### src/rtl/rtae_pkg.sv
// Shared types, codes and constants of the route table aging engine.
package rtae_pkg;

  // Field widths fixed by the item layout
  localparam int unsigned FuncW   = 3;
  localparam int unsigned AddrW   = 32;
  localparam int unsigned MetricW = 8;
  localparam int unsigned IfaceW  = 3;
  localparam int unsigned StatusW = 2;
  localparam int unsigned ExpireW = 16;
  localparam int unsigned CfgIdxW = 2;
  localparam int unsigned CfgDataW = 16;

  // Stream payload widths, padded to whole bytes
  localparam int unsigned InDataW  = 144;
  localparam int unsigned OutDataW = 112;

  // Defaults
  localparam int unsigned DefEntries   = 32;
  localparam int unsigned DefIfaces    = 8;
  localparam int unsigned MaxResults   = 32;
  localparam logic [MetricW-1:0] InfReset    = 8'd16;
  localparam logic [ExpireW-1:0] ExpireReset = 16'd20;

  // Request function codes
  localparam logic [FuncW-1:0] FuncClear  = 3'd0;
  localparam logic [FuncW-1:0] FuncAdd    = 3'd1;
  localparam logic [FuncW-1:0] FuncAge    = 3'd2;
  localparam logic [FuncW-1:0] FuncIface  = 3'd3;
  localparam logic [FuncW-1:0] FuncExport = 3'd4;

  // Result status codes
  localparam logic [StatusW-1:0] StDone     = 2'd0;
  localparam logic [StatusW-1:0] StDropped  = 2'd1;
  localparam logic [StatusW-1:0] StExported = 2'd2;
  localparam logic [StatusW-1:0] StNone     = 2'd3;

  // Configuration register indexes
  localparam logic [CfgIdxW-1:0] CfgInfinity = 2'd0;
  localparam logic [CfgIdxW-1:0] CfgExpire   = 2'd1;

  // Classified operation handed from front to back
  typedef enum logic [2:0] {
    OP_CLEAR,
    OP_ADD,
    OP_AGE,
    OP_IFDOWN,
    OP_IFUP,
    OP_EXPORT,
    OP_NOP
  } op_e;

  typedef struct packed {
    op_e                op;
    logic               if_ok;
    logic [AddrW-1:0]   now;
    logic [AddrW-1:0]   dest;
    logic [AddrW-1:0]   mask;
    logic [AddrW-1:0]   gw;
    logic [MetricW-1:0] metric;
    logic [IfaceW-1:0]  iface;
  } cmd_t;

endpackage

### src/rtl/rtae_front.sv
// Request intake: decodes each request and queues it for the table engine.
module rtae_front #(
  parameter int unsigned IFACES = rtae_pkg::DefIfaces
) (
  input  logic                         clk_i,
  input  logic                         rst_ni,
  input  logic                         s_axis_tvalid_i,
  output logic                         s_axis_tready_o,
  // now, dest, mask, gateway, metric, iface, up (from bit 0 up)
  input  logic [rtae_pkg::InDataW-1:0] s_axis_tdata_i,
  // func
  input  logic [rtae_pkg::FuncW-1:0]   s_axis_tuser_i,
  output rtae_pkg::cmd_t               cmd_o,
  output logic                         cmd_valid_o,
  input  logic                         cmd_ready_i
);
  import rtae_pkg::*;

  localparam int unsigned IfCmpW = IfaceW + 2;

  cmd_t       cmd;
  logic       up;
  cmd_t       fifo_q [2];
  logic       wr_ptr_q, rd_ptr_q;
  logic [1:0] cnt_q;
  logic       push, pop;

  // Unpack and classify the request
  always_comb begin
    cmd.now    = s_axis_tdata_i[31:0];
    cmd.dest   = s_axis_tdata_i[63:32];
    cmd.mask   = s_axis_tdata_i[95:64];
    cmd.gw     = s_axis_tdata_i[127:96];
    cmd.metric = s_axis_tdata_i[135:128];
    cmd.iface  = s_axis_tdata_i[138:136];
    up         = s_axis_tdata_i[139];
    cmd.if_ok  = IfCmpW'(cmd.iface) < IfCmpW'(IFACES);
    unique case (s_axis_tuser_i)
      FuncClear:  cmd.op = OP_CLEAR;
      FuncAdd:    cmd.op = OP_ADD;
      FuncAge:    cmd.op = OP_AGE;
      FuncIface:  cmd.op = !cmd.if_ok ? OP_NOP : (up ? OP_IFUP : OP_IFDOWN);
      FuncExport: cmd.op = OP_EXPORT;
      default:    cmd.op = OP_NOP;
    endcase
  end

  assign s_axis_tready_o = (cnt_q != 2'd2);
  assign push            = s_axis_tvalid_i && s_axis_tready_o;
  assign cmd_valid_o     = (cnt_q != 2'd0);
  assign pop             = cmd_valid_o && cmd_ready_i;
  assign cmd_o           = fifo_q[rd_ptr_q];

  // Hold decoded requests in a two-deep queue
  always_ff @(posedge clk_i) begin
    if (push) fifo_q[wr_ptr_q] <= cmd;
  end

  // Advance queue pointers
  always_ff @(posedge clk_i or negedge rst_ni) begin
    if (!rst_ni) begin
      wr_ptr_q <= 1'b0;
      rd_ptr_q <= 1'b0;
      cnt_q    <= 2'd0;
    end else begin
      if (push) wr_ptr_q <= ~wr_ptr_q;
      if (pop)  rd_ptr_q <= ~rd_ptr_q;
      cnt_q <= cnt_q + 2'(push) - 2'(pop);
    end
  end

endmodule

### src/rtl/rtae_back.sv
// Table engine: route stores, entry walk sequencer and result register.
module rtae_back #(
  parameter int unsigned ENTRIES = rtae_pkg::DefEntries
) (
  input  logic                             clk_i,
  input  logic                             rst_ni,
  input  logic [rtae_pkg::MetricW-1:0]     infinity_i,
  input  logic [rtae_pkg::ExpireW-1:0]     expire_i,
  input  rtae_pkg::cmd_t                   cmd_i,
  input  logic                             cmd_valid_i,
  output logic                             cmd_ready_o,
  output logic                             out_valid_o,
  input  logic                             out_ready_i,
  output logic [rtae_pkg::StatusW-1:0]     out_status_o,
  output logic [rtae_pkg::AddrW-1:0]       out_dest_o,
  output logic [rtae_pkg::AddrW-1:0]       out_mask_o,
  output logic [rtae_pkg::AddrW-1:0]       out_nh_o,
  output logic [rtae_pkg::MetricW-1:0]     out_metric_o,
  output logic                             out_last_o
);
  import rtae_pkg::*;

  localparam int unsigned AW = (ENTRIES > 1) ? $clog2(ENTRIES) : 1;
  localparam int unsigned CW = $clog2(ENTRIES + 1);
  localparam int unsigned KW = $clog2(MaxResults + 1);

  typedef enum logic [1:0] {ST_IDLE, ST_WALK, ST_REPORT, ST_FLUSH} state_e;

  state_e state_q;
  cmd_t   cmd_q;
  logic [CW-1:0]      count_q, rd_ptr_q;
  logic [AW-1:0]      s1_idx_q;
  logic               s1_vld_q, found_q, pend_vld_q;
  logic [KW-1:0]      k_q;
  logic [StatusW-1:0] st_q;

  // Route stores
  logic [AddrW-1:0]   dest_mem [ENTRIES];
  logic [AddrW-1:0]   mask_mem [ENTRIES];
  logic [AddrW-1:0]   nh_mem   [ENTRIES];
  logic [IfaceW-1:0]  if_mem   [ENTRIES];
  logic [MetricW-1:0] met_mem  [ENTRIES];
  logic [AddrW-1:0]   stamp_mem[ENTRIES];

  logic [AddrW-1:0]   rd_dest_q, rd_mask_q, rd_nh_q, rd_stamp_q;
  logic [IfaceW-1:0]  rd_if_q;
  logic [MetricW-1:0] rd_met_q;

  logic [AddrW-1:0]   pend_dest_q, pend_mask_q, pend_nh_q;
  logic [MetricW-1:0] pend_met_q;

  logic               out_vld_q, out_last_q;
  logic [StatusW-1:0] out_st_q;
  logic [AddrW-1:0]   out_dest_q, out_mask_q, out_nh_q;
  logic [MetricW-1:0] out_met_q;

  logic out_free, full, age_hit, if_hit, up_hit, exp_hit;
  logic s1_ok, s1_go, adv, rd_en, walk_end, pop, out_load;

  // Write port
  logic               we_dest, we_mask, we_nh, we_if, we_met, we_stamp;
  logic [AW-1:0]      wr_addr;
  logic [AddrW-1:0]   wr_dest, wr_mask, wr_nh, wr_stamp;
  logic [IfaceW-1:0]  wr_if;
  logic [MetricW-1:0] wr_met;

  // Classify the entry in the compare stage
  always_comb begin
    out_free = !out_vld_q || out_ready_i;
    full     = (count_q >= CW'(ENTRIES));
    age_hit  = (cmd_q.now - rd_stamp_q) > {{(AddrW-ExpireW){1'b0}}, expire_i};
    if_hit   = (rd_if_q == cmd_q.iface);
    up_hit   = ((rd_dest_q & rd_mask_q) == (cmd_q.dest & cmd_q.mask)) &&
               (rd_mask_q == cmd_q.mask);
    exp_hit  = !if_hit && (k_q < KW'(MaxResults));
    s1_ok    = !((cmd_q.op == OP_EXPORT) && exp_hit && pend_vld_q && !out_free);
    s1_go    = (state_q == ST_WALK) && s1_vld_q && s1_ok;
    adv      = !s1_vld_q || s1_ok;
    rd_en    = (state_q == ST_WALK) && adv && (rd_ptr_q < count_q);
    walk_end = (state_q == ST_WALK) && !s1_vld_q && (rd_ptr_q == count_q);
    pop      = (state_q == ST_IDLE) && cmd_valid_i;
    out_load = (s1_go && (cmd_q.op == OP_EXPORT) && exp_hit && pend_vld_q) ||
               (((state_q == ST_REPORT) || (state_q == ST_FLUSH)) && out_free);
  end

  assign cmd_ready_o = (state_q == ST_IDLE);

  // Select the store write: append or update of the entry in the compare stage
  always_comb begin
    we_dest = 1'b0; we_mask = 1'b0; we_nh = 1'b0;
    we_if = 1'b0; we_met = 1'b0; we_stamp = 1'b0;
    wr_addr  = count_q[AW-1:0];
    wr_dest  = cmd_i.dest;
    wr_mask  = cmd_i.mask;
    wr_nh    = cmd_i.gw;
    wr_if    = cmd_i.iface;
    wr_met   = cmd_i.metric;
    wr_stamp = cmd_i.now;
    if (pop && (cmd_i.op == OP_ADD) && cmd_i.if_ok && !full) begin
      {we_dest, we_mask, we_nh, we_if, we_met, we_stamp} = '1;
    end else if (walk_end && (cmd_q.op == OP_IFUP) && !found_q && !full) begin
      {we_dest, we_mask, we_nh, we_if, we_met, we_stamp} = '1;
      wr_dest  = cmd_q.dest;
      wr_mask  = cmd_q.mask;
      wr_nh    = '0;
      wr_if    = cmd_q.iface;
      wr_met   = '0;
      wr_stamp = cmd_q.now;
    end else if (s1_go) begin
      wr_addr  = s1_idx_q;
      wr_nh    = '0;
      wr_if    = cmd_q.iface;
      wr_met   = infinity_i;
      wr_stamp = cmd_q.now;
      unique case (cmd_q.op)
        OP_AGE:    we_met = age_hit;
        OP_IFDOWN: we_met = if_hit;
        OP_IFUP: begin
          we_met   = up_hit;
          we_nh    = up_hit;
          we_if    = up_hit;
          we_stamp = up_hit;
          wr_met   = '0;
        end
        default: we_met = 1'b0;
      endcase
    end
  end

  // Write and read the route stores
  always_ff @(posedge clk_i) begin
    if (we_dest)  dest_mem[wr_addr]  <= wr_dest;
    if (we_mask)  mask_mem[wr_addr]  <= wr_mask;
    if (we_nh)    nh_mem[wr_addr]    <= wr_nh;
    if (we_if)    if_mem[wr_addr]    <= wr_if;
    if (we_met)   met_mem[wr_addr]   <= wr_met;
    if (we_stamp) stamp_mem[wr_addr] <= wr_stamp;
    if (rd_en) begin
      rd_dest_q  <= dest_mem[rd_ptr_q[AW-1:0]];
      rd_mask_q  <= mask_mem[rd_ptr_q[AW-1:0]];
      rd_nh_q    <= nh_mem[rd_ptr_q[AW-1:0]];
      rd_if_q    <= if_mem[rd_ptr_q[AW-1:0]];
      rd_met_q   <= met_mem[rd_ptr_q[AW-1:0]];
      rd_stamp_q <= stamp_mem[rd_ptr_q[AW-1:0]];
    end
  end

  // Sequence requests, walk the table and drive the result register
  always_ff @(posedge clk_i or negedge rst_ni) begin
    if (!rst_ni) begin
      state_q    <= ST_IDLE;
      count_q    <= '0;
      rd_ptr_q   <= '0;
      s1_vld_q   <= 1'b0;
      found_q    <= 1'b0;
      pend_vld_q <= 1'b0;
      k_q        <= '0;
      st_q       <= StDone;
      out_vld_q  <= 1'b0;
    end else begin
      if (out_ready_i && !out_load) out_vld_q <= 1'b0;
      unique case (state_q)
        ST_IDLE: begin
          if (cmd_valid_i) begin
            cmd_q      <= cmd_i;
            rd_ptr_q   <= '0;
            s1_vld_q   <= 1'b0;
            found_q    <= 1'b0;
            pend_vld_q <= 1'b0;
            k_q        <= '0;
            st_q       <= ((cmd_i.op == OP_ADD) && !(cmd_i.if_ok && !full)) ?
                          StDropped : StDone;
            unique case (cmd_i.op)
              OP_CLEAR: begin
                count_q <= '0;
                state_q <= ST_REPORT;
              end
              OP_ADD: begin
                if (cmd_i.if_ok && !full) count_q <= count_q + 1'b1;
                state_q <= ST_REPORT;
              end
              OP_AGE, OP_IFDOWN, OP_IFUP, OP_EXPORT: state_q <= ST_WALK;
              default: state_q <= ST_REPORT;
            endcase
          end
        end
        ST_WALK: begin
          if (rd_en) begin
            rd_ptr_q <= rd_ptr_q + 1'b1;
            s1_vld_q <= 1'b1;
            s1_idx_q <= rd_ptr_q[AW-1:0];
          end else if (adv) begin
            s1_vld_q <= 1'b0;
          end
          if (s1_go && (cmd_q.op == OP_IFUP) && up_hit) found_q <= 1'b1;
          if (s1_go && (cmd_q.op == OP_EXPORT) && exp_hit) begin
            if (pend_vld_q) begin
              out_vld_q  <= 1'b1;
              out_st_q   <= StExported;
              out_dest_q <= pend_dest_q;
              out_mask_q <= pend_mask_q;
              out_nh_q   <= pend_nh_q;
              out_met_q  <= pend_met_q;
              out_last_q <= 1'b0;
            end
            pend_vld_q  <= 1'b1;
            pend_dest_q <= rd_dest_q;
            pend_mask_q <= rd_mask_q;
            pend_nh_q   <= rd_nh_q;
            pend_met_q  <= rd_met_q;
            k_q         <= k_q + 1'b1;
          end
          if (walk_end) begin
            state_q <= ((cmd_q.op == OP_EXPORT) && pend_vld_q) ? ST_FLUSH : ST_REPORT;
            if (cmd_q.op == OP_IFUP && !found_q) begin
              if (!full) count_q <= count_q + 1'b1;
              else st_q <= StDropped;
            end else if ((cmd_q.op == OP_EXPORT) && !pend_vld_q) begin
              st_q <= StNone;
            end
          end
        end
        ST_REPORT: begin
          if (out_free) begin
            out_vld_q  <= 1'b1;
            out_st_q   <= st_q;
            out_dest_q <= '0;
            out_mask_q <= '0;
            out_nh_q   <= '0;
            out_met_q  <= '0;
            out_last_q <= 1'b1;
            state_q    <= ST_IDLE;
          end
        end
        ST_FLUSH: begin
          if (out_free) begin
            out_vld_q  <= 1'b1;
            out_st_q   <= StExported;
            out_dest_q <= pend_dest_q;
            out_mask_q <= pend_mask_q;
            out_nh_q   <= pend_nh_q;
            out_met_q  <= pend_met_q;
            out_last_q <= 1'b1;
            state_q    <= ST_IDLE;
          end
        end
        default: state_q <= ST_IDLE;
      endcase
    end
  end

  assign out_valid_o  = out_vld_q;
  assign out_status_o = out_st_q;
  assign out_dest_o   = out_dest_q;
  assign out_mask_o   = out_mask_q;
  assign out_nh_o     = out_nh_q;
  assign out_metric_o = out_met_q;
  assign out_last_o   = out_last_q;

endmodule

### src/rtl/route_table_aging_engine_unit.sv
// Top level of the route table aging engine: config registers, intake and table engine.
//
//  Channel | Direction | Handshake              | Payload
//  s_axis  | in        | tvalid / tready        | tdata: request fields, tuser: func
//  m_axis  | out       | tvalid / tready        | tdata: result fields, tlast: last
//  cfg     | in        | cfg_valid / cfg_ready  | cfg_index, cfg_data
//
// Clear, add and unused codes go from the queue head through ST_REPORT to the result register.
// Age sweep, interface check and export walk the stored entries through one store
// read port, one entry a cycle while the walk is not stalled.
// Export stalls its walk while the result register is held by the sink.
// Reset empties the table at once; no clearing pass is needed.
// A two-deep request queue lets intake continue while the engine works.
module route_table_aging_engine_unit #(
  parameter int unsigned ENTRIES = rtae_pkg::DefEntries,
  parameter int unsigned IFACES  = rtae_pkg::DefIfaces
) (
  input  logic                          clk_i,
  input  logic                          rst_ni,
  input  logic                          s_axis_tvalid_i,
  output logic                          s_axis_tready_o,
  // now_seconds, route_dest, route_mask, route_gateway, route_metric,
  // iface_index, iface_up (from bit 0 up, zero padded)
  input  logic [rtae_pkg::InDataW-1:0]  s_axis_tdata_i,
  // func
  input  logic [rtae_pkg::FuncW-1:0]    s_axis_tuser_i,
  output logic                          m_axis_tvalid_o,
  input  logic                          m_axis_tready_i,
  // status, entry_dest, entry_mask, entry_hop, entry_metric
  // (from bit 0 up, zero padded)
  output logic [rtae_pkg::OutDataW-1:0] m_axis_tdata_o,
  output logic                          m_axis_tlast_o,
  input  logic                          cfg_valid_i,
  output logic                          cfg_ready_o,
  input  logic [rtae_pkg::CfgIdxW-1:0]  cfg_index_i,
  input  logic [rtae_pkg::CfgDataW-1:0] cfg_data_i
);
  import rtae_pkg::*;

  logic [MetricW-1:0] infinity_q;
  logic [ExpireW-1:0] expire_q;
  cmd_t               cmd;
  logic               cmd_valid, cmd_ready;
  logic [StatusW-1:0] out_status;
  logic [AddrW-1:0]   out_dest, out_mask, out_nh;
  logic [MetricW-1:0] out_metric;

  // Hold configuration registers
  assign cfg_ready_o = 1'b1;
  always_ff @(posedge clk_i or negedge rst_ni) begin
    if (!rst_ni) begin
      infinity_q <= InfReset;
      expire_q   <= ExpireReset;
    end else if (cfg_valid_i) begin
      if (cfg_index_i == CfgInfinity) infinity_q <= cfg_data_i[MetricW-1:0];
      if (cfg_index_i == CfgExpire)   expire_q   <= cfg_data_i[ExpireW-1:0];
    end
  end

  rtae_front #(.IFACES(IFACES)) u_front (
    .clk_i,
    .rst_ni,
    .s_axis_tvalid_i,
    .s_axis_tready_o,
    .s_axis_tdata_i,
    .s_axis_tuser_i,
    .cmd_o       (cmd),
    .cmd_valid_o (cmd_valid),
    .cmd_ready_i (cmd_ready)
  );

  rtae_back #(.ENTRIES(ENTRIES)) u_back (
    .clk_i,
    .rst_ni,
    .infinity_i   (infinity_q),
    .expire_i     (expire_q),
    .cmd_i        (cmd),
    .cmd_valid_i  (cmd_valid),
    .cmd_ready_o  (cmd_ready),
    .out_valid_o  (m_axis_tvalid_o),
    .out_ready_i  (m_axis_tready_i),
    .out_status_o (out_status),
    .out_dest_o   (out_dest),
    .out_mask_o   (out_mask),
    .out_nh_o     (out_nh),
    .out_metric_o (out_metric),
    .out_last_o   (m_axis_tlast_o)
  );

  // Pack the result
  assign m_axis_tdata_o = {6'd0, out_metric, out_nh, out_mask, out_dest, out_status};

endmodule

### config.mk
export PLATFORM = sky130hd
export DESIGN_NAME = route_table_aging_engine_unit
export DESIGN_NICKNAME = d
export VERILOG_FILES = /design/src/rtl/rtae_pkg.sv /design/src/rtl/rtae_front.sv /design/src/rtl/rtae_back.sv /design/src/rtl/route_table_aging_engine_unit.sv
export SDC_FILE = /design/constraint.sdc
export NUM_CORES = 2
export LEC_CHECK = 0
export BUFFER_PORTS_ARGS = -buffer_cell sky130_fd_sc_hd__buf_2
export CAP_MARGIN = 30
export CORE_MARGIN = 2
export CORE_UTILIZATION = 30
export DETAILED_ROUTE_END_ITERATION = 6
export HOLD_SLACK_MARGIN = 0.15
export PLACE_DENSITY_LB_ADDON = 0.05
export SYNTH_ARGS = -nofsm -noshare
export SYNTH_HDL_FRONTEND = slang
export SYNTH_MEMORY_MAX_BITS = 65536
export SYNTH_SLANG_ARGS = --single-unit
### constraint.sdc
create_clock -name clk_i -period 14.9 [get_ports clk_i]
set_clock_uncertainty 0.15 [all_clocks]
set_input_delay 0.745 -clock clk_i [delete_from_list [all_inputs] [get_ports clk_i]]
set_output_delay 0.745 -clock clk_i [all_outputs]
set_load 0.01 [all_outputs]
# Word-level counts from Yosys, hierarchy flattened
# Memories as Yosys holds them, arrays and structs flattened. A register that Yosys moved wholly into a read port is not among the register bits.
# Index checks and enable logic that the tools add are counted.
[word_totals] regBits=372 ramBits=4732 in_bits=170 out_inout_bits=116 word_cells=263 mem_count=7
[classes] n_addsub=6 n_lt_le_gt_ge=4 n_eq_ne=38 mux=105 bitwise=4 reduce_logical=69
[memory_table] name="u_back.dest_mem" words=32 width=32 rd=1 rd_clocked_by_memory_dff=1 write_ports=1 line="rtae_back.sv:38" rtl="logic [AddrW-1:0] dest_mem [ENTRIES];"
[memory_table] name="u_back.mask_mem" words=32 width=32 rd=1 rd_clocked_by_memory_dff=1 write_ports=1 line="rtae_back.sv:39" rtl="logic [AddrW-1:0] mask_mem [ENTRIES];"
[memory_table] name="u_back.nh_mem" words=32 width=32 rd=1 rd_clocked_by_memory_dff=1 write_ports=1 line="rtae_back.sv:40" rtl="logic [AddrW-1:0] nh_mem [ENTRIES];"
[memory_table] name="u_back.stamp_mem" words=32 width=32 rd=1 rd_clocked_by_memory_dff=1 write_ports=1 line="rtae_back.sv:43" rtl="logic [AddrW-1:0] stamp_mem[ENTRIES];"
[memory_table] name="u_front.fifo_q" words=2 width=142 rd=1 rd_clocked_by_memory_dff=0 write_ports=1 line="rtae_front.sv:23" rtl="cmd_t fifo_q [2];"
[memory_table] name="u_back.met_mem" words=32 width=8 rd=1 rd_clocked_by_memory_dff=1 write_ports=1 line="rtae_back.sv:42" rtl="logic [MetricW-1:0] met_mem [ENTRIES];"
[memory_table] name="+1 memories"
[op_table] op="$mux W32" n=20
[op_table] op="$pmux W32 S3" n=3
[op_table] op="$and A32 B32 Y32" n=2
[op_table] op="$eq A32 B32 Y1" n=2
[op_table] op="$mux W8" n=8
[op_table] op="$mux W6" n=8
[op_table] op="$pmux W6 S2" n=4
[op_table] op="$gt A32 B16 Y1" n=1
[op_table] op="$sub A32 B32 Y32" n=1
[op_table] op="$mux W1" n=31
[op_table] op="$logic_and A1 B1 Y1" n=29
[op_table] op="$mux W2" n=13
[op_table] op="$pmux W8 S3" n=1
[op_table] op="$reduce_and A3 Y1" n=8
[op_table] op="$add A6 B1 Y6 const B" n=3
[op_table] op="$eq A3 B2 Y1 const B" n=6
[op_table] op="$eq A3 B3 Y1 const B" n=5
[op_table] op="$mux W5" n=3
[op_table] op="$pmux W3 S5" n=1
[op_table] op="$ne A2 B1 Y1 const B" n=7
[op_table] op="$mux W3" n=4
[op_table] op="$pmux W2 S3" n=2
[op_table] op="$logic_not A1 Y1" n=10
[op_table] op="$ne A2 B2 Y1 const B" n=5
[op_table] op="30 further kinds" n=49

# Longest topological paths before layout
[depth] word_depth=18 ltp_mapped=21 mapped_depth_nobuf=20

# Hierarchy
# From an unflattened synthesis, not the netlist that was laid out.
[unflattened] cells_unflattened=8619 area_unflattened_um2=201189.2
[by_module_without_submodules] mod="rtae_back" n_inst=1 cells_each=8086 area_per_inst_um2=189402.9 seq_area_each_um2=147941.9
[by_module_without_submodules] mod="rtae_front" n_inst=1 cells_each=473 area_per_inst_um2=10799.1 seq_area_each_um2=8628.3
[by_module_without_submodules] mod="route_table_aging_engine_unit" n_inst=1 cells_each=60 area_per_inst_um2=987.2 seq_area_each_um2=604.3

# Worst setup path before layout
# No wires, ideal clock.
[synth_path] path_type="input port to flip-flop" start="in m_axis_tready_i" end="reg u_back.out_dest_q[0], in the netlist u_back.out_dest_o[0], enable pin" setup_time_ns=0.734 arrival_time_ns=9.450 t_required_ns=14.016 slack_ns=4.566 stages=6 n_path_buf=1 cell_sequence="nor2b_1 > a31oi_1 > and3_1 > clkbuf_1 > nand3_1 > a21boi_0"
[synth_between] elab_chain_len=9 elab_cells_between_ends=11 cone_classes="3 x eq/ne; 8 x reduce/logical"
[synth_lines] element="from (decl)" line="route_table_aging_engine_unit.sv:28" rtl="input logic m_axis_tready_i,"
[synth_lines] element="$logic_or A1 B1 Y1 (*)" line="rtae_back.sv:69" rtl="out_free = !out_vld_q || out_ready_i;"
[synth_lines] element="$logic_not A1 Y1" line="rtae_back.sv:76" rtl="s1_ok = !((cmd_q.op == OP_EXPORT) && exp_hit && pend_vld_q && !out_free);"
[synth_lines] element="$logic_and A1 B1 Y1" line="rtae_back.sv:76"
[synth_lines] element="$logic_not A1 Y1" line="rtae_back.sv:76"
[synth_lines] element="$logic_and A1 B1 Y1" line="rtae_back.sv:77" rtl="s1_go = (state_q == ST_WALK) && s1_vld_q && s1_ok;"
[synth_lines] element="$logic_and A1 B1 Y1 (2 in a row)" line="rtae_back.sv:196" rtl="if (s1_go && (cmd_q.op == OP_EXPORT) && exp_hit) begin"
[synth_lines] element="$ne A2 B2 Y1 (no source line)"
[synth_lines] element="$reduce_and A6 Y1 (no source line) (*)"
[synth_lines] element="to (signal assigned)" line="rtae_back.sv:200" rtl="out_dest_q <= pend_dest_q;"
[synth_lines] element="to (signal assigned)" line="rtae_back.sv:239" rtl="out_dest_q <= pend_dest_q;"
[synth_lines] element="to (decl)" line="rtae_back.sv:54" rtl="logic [AddrW-1:0] out_dest_q, out_mask_q, out_nh_q;"
# Every way passes the cells marked *; elsewhere a longest branch is shown, timed or not.
# A chain may end at the register's enable or synchronous reset.

# Worst setup path in the final report
[layout_path] start="reg u_back.rd_ptr_q[0]" end="reg u_back.rd_stamp_q[22] (read register of u_back.stamp_mem) (data pin)"
[layout_between] elab_chain_len=2
[layout_lines] element="from (decl)" line="rtae_back.sv:31" rtl="logic [CW-1:0] count_q, rd_ptr_q;"
[layout_lines] element="from (signal assigned)" line="rtae_back.sv:189" rtl="rd_ptr_q <= rd_ptr_q + 1'b1;"
[layout_lines] element="$lt A6 B6 Y1" line="rtae_back.sv:79" rtl="rd_en = (state_q == ST_WALK) && adv && (rd_ptr_q < count_q);"
[layout_lines] element="$logic_and A1 B1 Y1" line="rtae_back.sv:79"
[layout_lines] element="to (decl)" line="rtae_back.sv:45" rtl="logic [AddrW-1:0] rd_dest_q, rd_mask_q, rd_nh_q, rd_stamp_q;"
# Several ways; a longest one is shown, not always the timed one.

==> results.py <==
metrics = {
    "run_status": {
        "status": "finished clean",
    },
    "die": {
        "fp.dieH_um": 822.2,
        "num_io_pins": 286,
        "start_util_pct": 30.09,
        "die_area_mm2": 0.6760,
        "core_mm2": 0.6674,
        "rows": 300,
        "dieWidth_um": 822.2,
    },
    "power": {
        "leakagePower_nw": 75.27,
        "powerDensity_mw_per_mm2": 127.4,
        "ir_drop_mv": 0.1388,
    },
    "logic_synthesis": {
        "synth-seq-cells": 5243,
        "syn_area_mm2": 0.2008,
        "yosys_warnings": 0,
        "synth-simple-area-share_pct": 1.638,
        "postSynth.asyncResetShare_pct": 1.030,
        "postSynthCellCount": 8535,
        "syn-mean-instance-area_um2": 23.53,
        "synth_ff_type": "edfxtp_1",
        "ys_seq_area_share_pct": 78.26,
        "synth.area.mux_share_pct": 17.66,
        "post-synth-top-area-cell": "edfxtp_1",
        "synth_edf_count": 5189,
        "synth_area_leaders": "edfxtp_1 (78%), mux4_2 (16%), mux2_2 (1.9%)",
        "synth_compound_area_share_pct": 0.7115,
        "synthAdderAreaFrac_pct": 0.3776,
        "yosys.area.top_type_share_pct": 77.59,
        "synthXorXnorAreaFrac_pct": 0.3751,
        "ys_types": 79,
        "synth_top_family_by_area": "multiplexers",
    },
    "job": {
        "max_cap_violations": 0,
    },
    "detailed_routing": {
        "dr.pass1.iters": 6,
        "viasPerCell": 4.969,
        "wl_per_cell_um": 32.79,
        "drc": 0,
        "vias": 94364,
        "drtAntennaViolNets": 0,
        "wl_um": 622700,
        "drt_iter0_drc": 9002,
    },
    "clock_tree": {
        "clock_path_buffers": 4,
        "htree_num_levels": 6,
        "numCtsBuffers": 615,
        "path_clk_slew_ps": 60,
        "cts_sinks": 5243,
        "insertion_delay_ps": 1120,
        "cts_tree": "done",
        "cts_root_buf": "clkbuf_16",
    },
    "critical_path": {
        "endpoint": "u_back.rd_stamp_q[22]",
        "rr_worst_depth": 9,
        "cp_slowest_cell": "buf_4",
        "worst_setup_path_end_kind": "register",
        "crit_family": "buffers and inverters",
        "cp-startpoint": "u_back.rd_ptr_q[0]",
        "worstSetupPathDepth": 9,
        "r2r_slack_ps": 7440,
        "startpoint_type": "register",
        "reg2reg_from": "u_back.rd_ptr_q[0]",
        "crit_path_frequent_cell": "buf_4",
        "critPathKind": "register to register",
        "path_buf_inv": 6,
        "crit_fanout": 39,
        "crit_required_ps": 15610,
        "cp.arrival_ps": 8170,
        "cp_cell_sequence": "buf_4, buf_4, buf_4, buf_4, buf_4, buf_4, mux4_2, mux4_2, mux2_2",
        "max_stage_delay_ps": 790,
        "r2r-end": "u_back.rd_stamp_q[22]",
    },
    "final_layout": {
        "drive_gt1_share_pct": 32.45,
        "layout_commonest_cell": "edfxtp_1",
        "layout_common_cells": "edfxtp_1 (5189), mux4_2 (1390), clkbuf_16 (629), mux2_2 (330), buf_2 (275)",
        "final_util_pct": 35.60,
        "area_growth_pct": 18.31,
        "nNetsFinal": 9831,
    },
    "hold_path": {
        "hold_class": "input pin to register",
        "hp-start": "s_axis_tdata_i[54]",
        "whs_path_depth": 2,
    },
    "grt": {
        "grt_first_pass_wirelength_um": 849000,
        "grt-ovfl-total": 0,
        "first_global_vias": 100143,
        "antenna_found_initial": 34,
        "grtUsageTotal_pct": 18.00,
        "grt_max_degree": 130,
    },
    "timing": {
        "setup_viol": 0,
        "max_slew_margin_pct": 15.87,
        "worst_hold_slack_ps": 223.8,
        "rsz0062_at_grt": "false",
        "fin_crit_sh_pct": 50.07,
        "drv_slew": 0,
        "fmaxAchievable_mhz": 134.0,
        "period_minus_slack_ps": 7461,
        "worst_pin_slew_ps": 1262,
        "hold_viol_final": 0,
        "finalSetupTns_ps": 0,
    },
    "place": {
        "place_hpwl_um": 334500,
        "place.gp.congestion": 0.7782,
        "portBuffers": 274,
    },
}
worst min-delay path by stage:
stage and endpoint:
2_1_floorplan u_back.pend_met_q[0], 3_3_place_gp u_back.pend_met_q[5], 3_5_place_dp u_back.pend_met_q[0], 4_1_cts u_front.fifo_q[0][78]
5_1_grt u_front.fifo_q[0][43], 6_report u_front.fifo_q[0][97]
report_power, final:
part	internal [mW]	switching (mW)
clock	8.07	6.05
combinational	0.0853	0.0640
sequential	16.0	0.00780
total	24.1	6.12
worst reg2reg max path, cell delays in order (launching register included):
cell and delay [ps]:
dfrtp_4 780, buf_4 740, buf_4 790, buf_4 790
buf_4 780, buf_4 860, buf_4 820, mux4_2 670
mux4_2 550, mux2_2 290
registers in the layout, summed over array words and instances, names as in the netlist, 96 cells and up:
| register | cells |
|---|---|
| u_front.fifo_q | 284 |
| u_back.stamp_mem | 1024 |
| u_back.nh_mem | 1024 |
| u_back.mask_mem | 1024 |
| u_back.dest_mem | 1024 |
| u_back.cmd_q | 102 |
| u_back.if_mem | 96 |
| u_back.met_mem | 256 |
cell families (layout without fill, tap and decap cells):
logic type,count (synthesis),after routing
multiplexers,1764,1764
AO/OA/AOI/OAI,218,218
XOR/XNOR,86,86
flip-flops,5243,5243
AND/OR/NAND/NOR,669,669
adder cells (fa/ha/maj),60,60
buffers and inverters,493,2019
other,2,22
layer usage:
metal  global-route usage [%]  share of wire, %  vias to the layer above  routed length, um
met4                    3.507               1.9                        4              11970
li1                         -                 -                    38392                  -
met2                    29.41                48                     2233             297200
met5                        0            0.0047                        -                 29
met3                    2.365               4.0                      770              25200
met1                    25.97                46                    52965             288300
area by class of cell:
type	instances	area [um^2]
fillers	61627	429800
flip-flops and latches	5243	157200
multi-input cells	2804	42420
clock buffers	786	16340
well taps	8909	11150
repair buffers	858	7901
clock inverters	296	2263
inverters	79	296.5
diodes	15	37.54
cell usage after synthesis, types with 8 or more instances:
cell type  number
ha_1           59
nand3_1        19
nor4_1          8
nand4_1        24
inv_1          78
xor2_1         47
xnor2_1        39
buf_1          69
o21ai_0        50
nand2_1       250
nor3_2         30
mux4_2       1390
clkbuf_1      322
edfxtp_1     5189
mux2i_1        43
mux2_2        330
o21bai_1        9
dfrtp_1        51
nand2b_1        8
and2_1        112
nor2_1        154
a21oi_1        57
buf_6           8
a21o_1         11
nor3_1         21
nor2b_1         8
buf_4           8
a31oi_1        16
what timing repair did:
action,in CTS,in global routing
setup buffers,0,0
setup endpoints to repair,0,0
hold buffers,264,0
gates resized for setup,0,0
endpoints found under the hold margin,361,0
stage by stage:
stage	instances	setup WS (ps)	total power, mW	area [um^2]
6_report	18990	7439	30.26	237600
3_5_place_dp	17603	7103	16.39	215800
5_1_grt	18977	6706	31.25	237600
3_3_place_gp	17546	7122	16.39	214600
2_1_floorplan	8540	4566	16.33	200800
4_1_cts	18949	7113	30.71	237000
(Power assumes the default switching activity.)
